File: src/design/fdep_pkg.sv
package fdep_pkg;

    // entry geometry
    localparam int ENTRY_BYTES = 32;
    localparam int POS_W       = $clog2(ENTRY_BYTES);
    localparam int NAME_BYTES  = 11;
    localparam int BASE_BYTES  = 8;
    localparam int NIDX_W      = $clog2(NAME_BYTES);
    localparam int NLEN_W      = $clog2(NAME_BYTES + 2);
    localparam int BLEN_W      = $clog2(BASE_BYTES + 1);
    localparam int DEPTH_W     = 6;

    // byte offsets inside an entry
    localparam logic [POS_W-1:0] POS_FIRST    = POS_W'(0);
    localparam logic [POS_W-1:0] POS_EXT      = POS_W'(8);
    localparam logic [POS_W-1:0] POS_ATTR     = POS_W'(11);
    localparam logic [POS_W-1:0] POS_CLUS_H0  = POS_W'(20);
    localparam logic [POS_W-1:0] POS_CLUS_H1  = POS_W'(21);
    localparam logic [POS_W-1:0] POS_CLUS_L0  = POS_W'(26);
    localparam logic [POS_W-1:0] POS_CLUS_L1  = POS_W'(27);
    localparam logic [POS_W-1:0] POS_SIZE0    = POS_W'(28);
    localparam logic [POS_W-1:0] POS_SIZE1    = POS_W'(29);
    localparam logic [POS_W-1:0] POS_SIZE2    = POS_W'(30);
    localparam logic [POS_W-1:0] POS_SIZE3    = POS_W'(31);
    localparam logic [POS_W-1:0] POS_LAST     = POS_W'(ENTRY_BYTES - 1);

    // byte codes
    localparam logic [7:0] BYTE_END     = 8'h00;
    localparam logic [7:0] BYTE_DELETED = 8'hE5;
    localparam logic [7:0] BYTE_SPACE   = 8'h20;
    localparam logic [7:0] BYTE_DOT     = 8'h2E;

    // attribute bits
    localparam logic [3:0] ATTR_LFN_MASK = 4'hF;
    localparam int         ATTR_VOL_BIT  = 3;
    localparam int         ATTR_DIR_BIT  = 4;

    // result kinds
    localparam logic KIND_NAME = 1'b0;
    localparam logic KIND_END  = 1'b1;

    typedef struct packed {
        logic [7:0] data_byte;
        logic       dir_start;
    } fdep_in_t;

    typedef struct packed {
        logic [7:0]         name_char;
        logic               entry_kind;
        logic               is_dir;
        logic [31:0]        file_size;
        logic [31:0]        start_clus;
        logic [DEPTH_W-1:0] depth;
        logic               last;
    } fdep_out_t;

    // events raised by the byte scanner
    typedef struct packed {
        logic entry_done;
        logic dir_end;
    } fdep_ev_t;

    // summary of the captured entry
    typedef struct packed {
        logic              skip;
        logic [NLEN_W-1:0] name_len;
        logic [BLEN_W-1:0] base_len;
        logic              is_dir;
        logic [31:0]       file_size;
        logic [31:0]       start_clus;
    } fdep_info_t;

    typedef enum logic [1:0] {
        ST_IDLE,
        ST_CHECK,
        ST_EMIT
    } fdep_state_t;

endpackage

File: src/design/fat32_directory_entry_parser_top.sv
// FAT directory entry parser, 8.3 names.
// s_ channel: one directory byte per beat; dir_start marks the first byte of a
// new directory and drops any partial entry. m_ channel: one name character
// per beat, the last beat of a run carries is_dir, file_size and start_clus.
// An entry starting with a zero byte ends the directory: one end beat
// (entry_kind 1, last 1) goes out and later bytes are dropped until dir_start.
// cfg channel: writes the 6-bit depth tag copied into every result; always ready.
// Sequence: bytes 0 to 30 of an entry are captured as they arrive. After byte
// 31 the sequencer runs the visibility check and then emits one beat per
// name character (1 to 12), during which s_ready is low; a skipped entry goes
// back to idle after the check. The end beat is loaded by the emit state.
// One character is formed per cycle while the output register is free, by a
// shared index/compare path reading the captured name bytes.
// A stalled receiver holds the output register; the sequencer waits on it and
// bytes are still taken while the last result of a run waits.
// Reset (aresetn low, synchronous) clears position, end flag, sequencer,
// output valid and the depth tag.
module fat32_directory_entry_parser_top (
    input  logic                          aclk,
    input  logic                          aresetn,
    input  logic                          s_valid,
    output logic                          s_ready,
    input  fdep_pkg::fdep_in_t            s_data,
    output logic                          m_valid,
    input  logic                          m_ready,
    output fdep_pkg::fdep_out_t           m_data,
    input  logic                          cfg_valid,
    output logic                          cfg_ready,
    input  logic [fdep_pkg::DEPTH_W-1:0]  cfg_data
);
    import fdep_pkg::*;

    logic [DEPTH_W-1:0] depth_reg;
    logic               accept;
    logic               busy;
    fdep_ev_t           ev;
    fdep_info_t         info;
    logic [NIDX_W-1:0]  rd_idx;
    logic [7:0]         rd_char;

    // depth tag register
    always_ff @(posedge aclk) begin
        if (!aresetn) begin
            depth_reg <= '0;
        end else if (cfg_valid && cfg_ready) begin
            depth_reg <= cfg_data;
        end
    end

    assign cfg_ready = 1'b1;
    assign s_ready   = !busy;
    assign accept    = s_valid && s_ready;

    fdep_scan u_scan (
        .aclk    (aclk),
        .aresetn (aresetn),
        .accept  (accept),
        .in_data (s_data),
        .rd_idx  (rd_idx),
        .rd_char (rd_char),
        .ev      (ev),
        .info    (info)
    );

    fdep_seq u_seq (
        .aclk      (aclk),
        .aresetn   (aresetn),
        .ev        (ev),
        .info      (info),
        .rd_char   (rd_char),
        .depth_tag (depth_reg),
        .rd_idx    (rd_idx),
        .busy      (busy),
        .m_valid   (m_valid),
        .m_ready   (m_ready),
        .m_data    (m_data)
    );

    // end beat is a single zero character with no entry fields
    a_end_beat: assert property (@(posedge aclk) disable iff (!aresetn)
        m_valid && (m_data.entry_kind == KIND_END) |->
            m_data.last && (m_data.name_char == BYTE_END)
            && (m_data.file_size == '0) && (m_data.start_clus == '0) && !m_data.is_dir)
        else $error("end beat carries entry data");

    // entry fields only on the last beat of a run
    a_mid_beat: assert property (@(posedge aclk) disable iff (!aresetn)
        m_valid && !m_data.last |->
            (m_data.file_size == '0) && (m_data.start_clus == '0) && !m_data.is_dir)
        else $error("entry fields on a non-final beat");

    // input is held off while an entry or end result is being produced
    a_hold_input: assert property (@(posedge aclk) disable iff (!aresetn)
        ev.dir_end || ev.entry_done |=> !s_ready)
        else $error("input taken during result sequence");

    // the two events never coincide
    a_ev_excl: assert property (@(posedge aclk) disable iff (!aresetn)
        !(ev.dir_end && ev.entry_done))
        else $error("end and entry completion together");

endmodule

File: src/design/fdep_scan.sv
module fdep_scan (
    input  logic                          aclk,
    input  logic                          aresetn,
    input  logic                          accept,
    input  fdep_pkg::fdep_in_t            in_data,
    input  logic [fdep_pkg::NIDX_W-1:0]   rd_idx,
    output logic [7:0]                    rd_char,
    output fdep_pkg::fdep_ev_t            ev,
    output fdep_pkg::fdep_info_t          info
);
    import fdep_pkg::*;

    logic [POS_W-1:0]  pos_reg, pos_next;
    logic              ended_reg, ended_next;
    logic [POS_W-1:0]  pos_eff;
    logic              take;
    logic              is_space;
    logic [7:0]        name_reg [0:NAME_BYTES-1];
    logic [BLEN_W-1:0] base_len_reg;
    logic              base_stop_reg;
    logic [1:0]        ext_len_reg;
    logic              ext_stop_reg;
    logic              ext_any_reg;
    logic              deleted_reg;
    logic [7:0]        attr_reg;
    logic [31:0]       size_reg;
    logic [31:0]       clus_reg;
    logic [NLEN_W-1:0] name_len;
    logic [7:0]        c0, c1;
    logic              is_dot;

    // position of this byte and whether it counts
    assign pos_eff  = in_data.dir_start ? POS_FIRST : pos_reg;
    assign take     = accept && (in_data.dir_start || !ended_reg);
    assign is_space = (in_data.data_byte == BYTE_SPACE);

    assign ev.dir_end    = take && (pos_eff == POS_FIRST) && (in_data.data_byte == BYTE_END);
    assign ev.entry_done = take && (pos_eff == POS_LAST);

    // position and end flag
    always_comb begin
        pos_next   = pos_reg;
        ended_next = ended_reg;
        if (accept && in_data.dir_start) begin
            pos_next   = POS_FIRST;
            ended_next = 1'b0;
        end
        if (take) begin
            if (ev.dir_end) begin
                pos_next   = POS_FIRST;
                ended_next = 1'b1;
            end else begin
                pos_next = pos_eff + POS_W'(1);
            end
        end
    end

    always_ff @(posedge aclk) begin
        if (!aresetn) begin
            pos_reg   <= '0;
            ended_reg <= 1'b0;
        end else begin
            pos_reg   <= pos_next;
            ended_reg <= ended_next;
        end
    end

    // capture of name bytes, space scan and fixed fields
    always_ff @(posedge aclk) begin
        if (take) begin
            if (pos_eff < POS_W'(NAME_BYTES)) begin
                name_reg[pos_eff[NIDX_W-1:0]] <= in_data.data_byte;
            end
            if (pos_eff == POS_FIRST) begin
                base_len_reg  <= is_space ? '0 : BLEN_W'(1);
                base_stop_reg <= is_space;
                deleted_reg   <= (in_data.data_byte == BYTE_DELETED);
            end else if (pos_eff < POS_EXT) begin
                if (!base_stop_reg && !is_space) begin
                    base_len_reg <= base_len_reg + BLEN_W'(1);
                end
                if (is_space) begin
                    base_stop_reg <= 1'b1;
                end
            end else if (pos_eff == POS_EXT) begin
                ext_len_reg  <= is_space ? 2'd0 : 2'd1;
                ext_stop_reg <= is_space;
                ext_any_reg  <= !is_space;
            end else if (pos_eff < POS_ATTR) begin
                if (!ext_stop_reg && !is_space) begin
                    ext_len_reg <= ext_len_reg + 2'd1;
                end
                if (is_space) begin
                    ext_stop_reg <= 1'b1;
                end
                if (!is_space) begin
                    ext_any_reg <= 1'b1;
                end
            end
            case (pos_eff)
                POS_ATTR:    attr_reg        <= in_data.data_byte;
                POS_CLUS_H0: clus_reg[23:16] <= in_data.data_byte;
                POS_CLUS_H1: clus_reg[31:24] <= in_data.data_byte;
                POS_CLUS_L0: clus_reg[7:0]   <= in_data.data_byte;
                POS_CLUS_L1: clus_reg[15:8]  <= in_data.data_byte;
                POS_SIZE0:   size_reg[7:0]   <= in_data.data_byte;
                POS_SIZE1:   size_reg[15:8]  <= in_data.data_byte;
                POS_SIZE2:   size_reg[23:16] <= in_data.data_byte;
                POS_SIZE3:   size_reg[31:24] <= in_data.data_byte;
                default: ;
            endcase
        end
    end

    // formatted name length and dot entry check
    always_comb begin
        name_len = NLEN_W'(base_len_reg);
        if (ext_any_reg) begin
            name_len = NLEN_W'(base_len_reg) + NLEN_W'(ext_len_reg) + NLEN_W'(1);
        end
        c0 = (base_len_reg != '0) ? name_reg[0] : BYTE_DOT;
        if (base_len_reg >= BLEN_W'(2)) begin
            c1 = name_reg[1];
        end else if (base_len_reg == BLEN_W'(1)) begin
            c1 = BYTE_DOT;
        end else begin
            c1 = name_reg[BASE_BYTES];
        end
        is_dot = (c0 == BYTE_DOT)
              && ((name_len == NLEN_W'(1))
               || ((name_len == NLEN_W'(2)) && (c1 == BYTE_DOT)));
    end

    assign info.skip = deleted_reg
                    || ((attr_reg[3:0] & ATTR_LFN_MASK) == ATTR_LFN_MASK)
                    || attr_reg[ATTR_VOL_BIT]
                    || is_dot;
    assign info.name_len   = name_len;
    assign info.base_len   = base_len_reg;
    assign info.is_dir     = attr_reg[ATTR_DIR_BIT];
    assign info.file_size  = size_reg;
    assign info.start_clus = clus_reg;

    assign rd_char = name_reg[rd_idx];

endmodule

File: src/design/fdep_seq.sv
module fdep_seq (
    input  logic                           aclk,
    input  logic                           aresetn,
    input  fdep_pkg::fdep_ev_t             ev,
    input  fdep_pkg::fdep_info_t           info,
    input  logic [7:0]                     rd_char,
    input  logic [fdep_pkg::DEPTH_W-1:0]   depth_tag,
    output logic [fdep_pkg::NIDX_W-1:0]    rd_idx,
    output logic                           busy,
    output logic                           m_valid,
    input  logic                           m_ready,
    output fdep_pkg::fdep_out_t            m_data
);
    import fdep_pkg::*;

    fdep_state_t       state_reg, state_next;
    logic [NLEN_W-1:0] cnt_reg, cnt_next;
    logic              end_reg, end_next;
    logic              m_valid_reg, m_valid_next;
    fdep_out_t         m_data_reg, m_data_next;
    logic              out_free;
    logic              item_last;
    logic [7:0]        item_char;

    assign out_free = !m_valid_reg || m_ready;

    // name byte index: base part directly, extension part shifted past the dot
    always_comb begin
        if (cnt_reg < NLEN_W'(info.base_len)) begin
            rd_idx = NIDX_W'(cnt_reg);
        end else begin
            rd_idx = NIDX_W'(cnt_reg + NLEN_W'(BASE_BYTES - 1) - NLEN_W'(info.base_len));
        end
    end

    // current item
    always_comb begin
        item_last = end_reg || (info.name_len == '0)
                 || (cnt_reg == info.name_len - NLEN_W'(1));
        if (end_reg || (info.name_len == '0)) begin
            item_char = BYTE_END;
        end else if (cnt_reg == NLEN_W'(info.base_len)) begin
            item_char = BYTE_DOT;
        end else begin
            item_char = rd_char;
        end
    end

    // sequencer and output register
    always_comb begin
        state_next   = state_reg;
        cnt_next     = cnt_reg;
        end_next     = end_reg;
        m_valid_next = m_valid_reg && !m_ready;
        m_data_next  = m_data_reg;
        case (state_reg)
            ST_IDLE: begin
                cnt_next = '0;
                if (ev.dir_end) begin
                    end_next   = 1'b1;
                    state_next = ST_EMIT;
                end else if (ev.entry_done) begin
                    end_next   = 1'b0;
                    state_next = ST_CHECK;
                end
            end
            ST_CHECK: begin
                state_next = info.skip ? ST_IDLE : ST_EMIT;
            end
            ST_EMIT: begin
                if (out_free) begin
                    m_valid_next           = 1'b1;
                    m_data_next.name_char  = item_char;
                    m_data_next.entry_kind = end_reg ? KIND_END : KIND_NAME;
                    m_data_next.depth      = depth_tag;
                    m_data_next.last       = item_last;
                    m_data_next.is_dir     = 1'b0;
                    m_data_next.file_size  = '0;
                    m_data_next.start_clus = '0;
                    if (item_last && !end_reg) begin
                        m_data_next.is_dir     = info.is_dir;
                        m_data_next.file_size  = info.file_size;
                        m_data_next.start_clus = info.start_clus;
                    end
                    cnt_next = cnt_reg + NLEN_W'(1);
                    if (item_last) begin
                        state_next = ST_IDLE;
                    end
                end
            end
            default: begin
                state_next = ST_IDLE;
            end
        endcase
    end

    always_ff @(posedge aclk) begin
        if (!aresetn) begin
            state_reg   <= ST_IDLE;
            cnt_reg     <= '0;
            end_reg     <= 1'b0;
            m_valid_reg <= 1'b0;
        end else begin
            state_reg   <= state_next;
            cnt_reg     <= cnt_next;
            end_reg     <= end_next;
            m_valid_reg <= m_valid_next;
        end
    end

    always_ff @(posedge aclk) begin
        m_data_reg <= m_data_next;
    end

    assign busy    = (state_reg != ST_IDLE);
    assign m_valid = m_valid_reg;
    assign m_data  = m_data_reg;

endmodule
File: config.mk
export PLATFORM = sky130hd
export DESIGN_NAME = fat32_directory_entry_parser_top
export DESIGN_NICKNAME = d
export VERILOG_FILES = /design/src/design/fdep_pkg.sv /design/src/design/fat32_directory_entry_parser_top.sv /design/src/design/fdep_scan.sv /design/src/design/fdep_seq.sv
export SDC_FILE = /design/constraint.sdc
export NUM_CORES = 1
export LEC_CHECK = 0
export BUFFER_PORTS_ARGS = -buffer_cell sky130_fd_sc_hd__buf_4
export CAP_MARGIN = 0
export CORE_ASPECT_RATIO = 1.2
export CORE_MARGIN = 10
export CORE_UTILIZATION = 50
export CTS_CLUSTER_DIAMETER = 120
export DETAILED_ROUTE_END_ITERATION = 7
export GPL_ROUTABILITY_DRIVEN = 0
export GPL_TIMING_DRIVEN = 1
export PLACE_DENSITY = 0.69
export SYNTH_ARGS = -nofsm -noshare
export SYNTH_HDL_FRONTEND = slang
export SYNTH_SLANG_ARGS = --single-unit
export TNS_END_PERCENT = 5
File: constraint.sdc
create_clock -name aclk -period 9.5 [get_ports aclk]
set_clock_uncertainty 0.1 [all_clocks]
set_input_delay 0.475 -clock aclk [delete_from_list [all_inputs] [get_ports aclk]]
set_output_delay 0.475 -clock aclk [all_outputs]
set_load 0.05 [all_outputs]
==> flow_metrics.py <==
metrics = {
    "floorplan": {
        "ioPinCount": 104,
        "core_area_um2": 21850,
        "fp.dieW_um": 156.4,
        "die_area_um2": 28740,
        "fp-row-count": 59,
        "fp.dieH_um": 183.7,
        "start_util_pct": 51.12,
    },
    "setup_path": {
        "cp-end-kind": "flop",
        "reg2reg_from": "u_scan.base_len_reg[1]",
        "endpoint": "u_seq.m_data[77]",
        "cp.arrival_ps": 4150,
        "worstPathMaxFanout": 7,
        "start_kind": "flop",
        "r2r_setup_slack_ps": 5520,
        "worstRegToRegCells": 10,
        "path_class": "flop to flop",
        "required_ps": 9660,
        "r2r-end": "u_seq.m_data[77]",
        "crit_start": "u_scan.base_len_reg[1]",
    },
    "final_layout": {
        "antenna_cells": 0,
        "drive_gt1_share_pct": 20.56,
        "fin_nets": 886,
        "areaGrowthSynthToFinish_pct": 16.72,
        "largest_reg_flops": 96,
    },
    "drt": {
        "dr_total_vias": 6370,
        "dr.pass1.iters": 5,
        "drtIter0Drc": 577,
        "drcViolationCount": 0,
        "ant_nets": 0,
        "routed_wl_um": 23850,
        "routedWlPerCell_um": 21.01,
        "routed_via_density": 5.612,
    },
    "yosys": {
        "synth_edf_count": 253,
        "netlist_top_cells_count": "edfxtp_1, and2_1, mux2i_1, nor2_1, nand2_1",
        "synthAdderAreaFrac_pct": 2.890,
        "synth_xor_area_share_pct": 0.9410,
        "ys_seq_area_share_pct": 71.60,
        "synth_flop_cell": "edfxtp_1",
        "synth_top_cell_by_area": "edfxtp_1",
        "synth_mux_area_share_pct": 4.839,
        "synth_nets": 774,
        "synth_simple_gate_area_share_pct": 11.06,
        "async_flop_share_pct": 0,
        "synthesis.area_um2": 11170,
        "ys_seq_elements": 273,
        "synth.most_common_cell": "edfxtp_1",
        "synth_compound_area_share_pct": 6.284,
        "syn-mean-instance-area_um2": 15.30,
        "ys_types": 66,
        "yosys-top-cells-area": "edfxtp_1, and2_1, dfxtp_1",
        "syn_inst": 730,
        "synth.top_cell.area_share_pct": 68.02,
        "yosysWarnings": 0,
        "synth_top_family_by_area": "simple AND/OR/NAND/NOR gates",
    },
    "power": {
        "clkPwrFrac_pct": 41.2,
        "power.switching_uw": 482.5,
        "p_sw_share_pct": 19.94,
        "peakVddDrop_mv": 0.1571,
        "p_comb_share_pct": 4.0,
        "pwr-share-seq_pct": 54.8,
        "power_leakage_uw": 0.004687,
        "p_per_area_nw_per_um2": 185.6,
        "p_int_uw": 1937,
    },
    "clock_tree": {
        "clock_latency_ps": 530,
        "post_cts_buffers": 0,
        "cts_buffer_depth": 3,
        "cts_tree": "yes",
        "cts-root-buf": "clkbuf_16",
        "hold_buffers": 0,
        "cts.clk_slew.worst_paths_ps": 60,
        "numClockSinks": 273,
        "h-tree-depth": 1,
        "cts_buffers": 26,
        "post_cts_resized": 0,
    },
    "min_path": {
        "hold_class": "input port to flop",
    },
    "timing": {
        "tightest_slew_ps": 1161,
        "max_slew_margin_pct": 22.44,
        "setup_viol": 0,
        "hold_viol": 0,
        "maxSlewViolCount": 0,
        "finalCritPeriodShare_pct": 41.91,
        "layout_setup_ws_ps": 5519,
        "finalCriticalPeriod_ps": 3981,
        "fmax_ghz": 0.2512,
        "tns_ps": 0,
        "rsz0062_at_grt": "false",
    },
    "grt": {
        "overflow": 0,
        "grt_usage_pct": 16.16,
        "antenna_found_initial": 0,
        "grt_pass1_wl_um": 36560,
        "grt_pass1_vias": 6514,
        "grt_max_degree": 66,
    },
    "place": {
        "portBuffers": 102,
        "dpl.hpwl_um": 16250,
        "place_ws_ps": 5532,
    },
    "status": {
        "outcome": "complete, no violations",
    },
    "run": {
        "drv_cap": 0,
    },
}
[power groups by stage]
stage | Clock [uW] | Sequential [uW] | Combinational (uW)
global route | 1060 | 1330 | 106
CTS | 1020 | 1330 | 96.7
floorplan | 0 | 1350 | 61.8
detailed placement | 0 | 1350 | 96.1
global placement | 0 | 1350 | 91.9
finish | 998 | 1330 | 96.4
[worst max-delay path, stage by stage (launching register included)]
cell and delay [ps]:
edfxtp_1 480, inv_1 190, ha_1 360, ha_1 160, inv_1 50, fa_1 410
xor2_1 180, a2111oi_0 760, a32oi_1 390, o221a_2 420, and3_1 210
[stage by stage]
stage,area [um^2],instances,hold slack (ps),total power (uW),utilization [%]
after floorplan,11170,730,307.6,1412,-
after global placement,12200,1088,313.0,1442,55.83
after detailed placement,12200,1088,325.2,1447,55.83
after CTS,13040,1135,97.89,2437,59.67
after global routing,13040,1135,123.4,2494,59.67
final,13040,1135,112.5,2420,59.67
[layer usage]
| metal | vias to the layer above | track usage [%] | routed length (um) |
|---|---|---|---|
| met3 | 46 | 2.598 | 1501 |
| met1 | 3138 | 19.67 | 9507 |
| met5 | - | 0 | 0 |
| met4 | 0 | 4.953 | 576 |
| met2 | 220 | 28.77 | 12270 |
| li1 | 2966 | - | - |
[logic make-up (layout without fill, tap and decap cells)]
logic type | after synthesis | after routing
XOR/XNOR | 12 | 12
AO/OA/AOI/OAI | 94 | 94
multiplexers | 51 | 51
adder cells (fa/ha/maj) | 24 | 24
buffers and inverters | 51 | 182
AND/OR/NAND/NOR | 224 | 224
other | 1 | 1
flip-flops | 273 | 273
[placed cells by master, fill, tap and decap left out, types with 8 or more instances in the layout]
master       n
nor4_1       9
a21oi_1     14
edfxtp_1   253
mux2i_1     38
dfxtp_1     20
o21ai_0     10
nand2b_1     8
ha_1        21
nand2_1     30
clkbuf_16   26
nand3_1     11
a21boi_0     8
nor2_1      38
buf_4      109
mux2_2      11
xnor2_1      8
nor3_1      11
and2_1      77
o22ai_1      9
inv_1       25
nor2b_1     12
[layout make-up]
type                       count  area (um^2)
sequential                   273         7998
multi-input combinational    406         2942
clock inverter                12        123.9
timing repair buffer         109        818.3
fill                        1657         8813
inverter                      26        98.84
tap                          274        342.8
clock buffer                  35        714.4
[worst min path at each step]
stage                 start              end  slack, ps  depth (start not counted)
2_1_floorplan  depth_reg[0]  u_seq.m_data[1]        310                          0
3_3_place_gp   depth_reg[0]  u_seq.m_data[1]        310                          0
3_5_place_dp   depth_reg[4]  u_seq.m_data[5]        330                          0
4_1_cts         cfg_data[4]     depth_reg[4]        100                          3
5_1_grt         cfg_data[3]     depth_reg[3]        120                          3
6_report        cfg_data[4]     depth_reg[4]        110                          3
(Power assumes the default switching activity.)
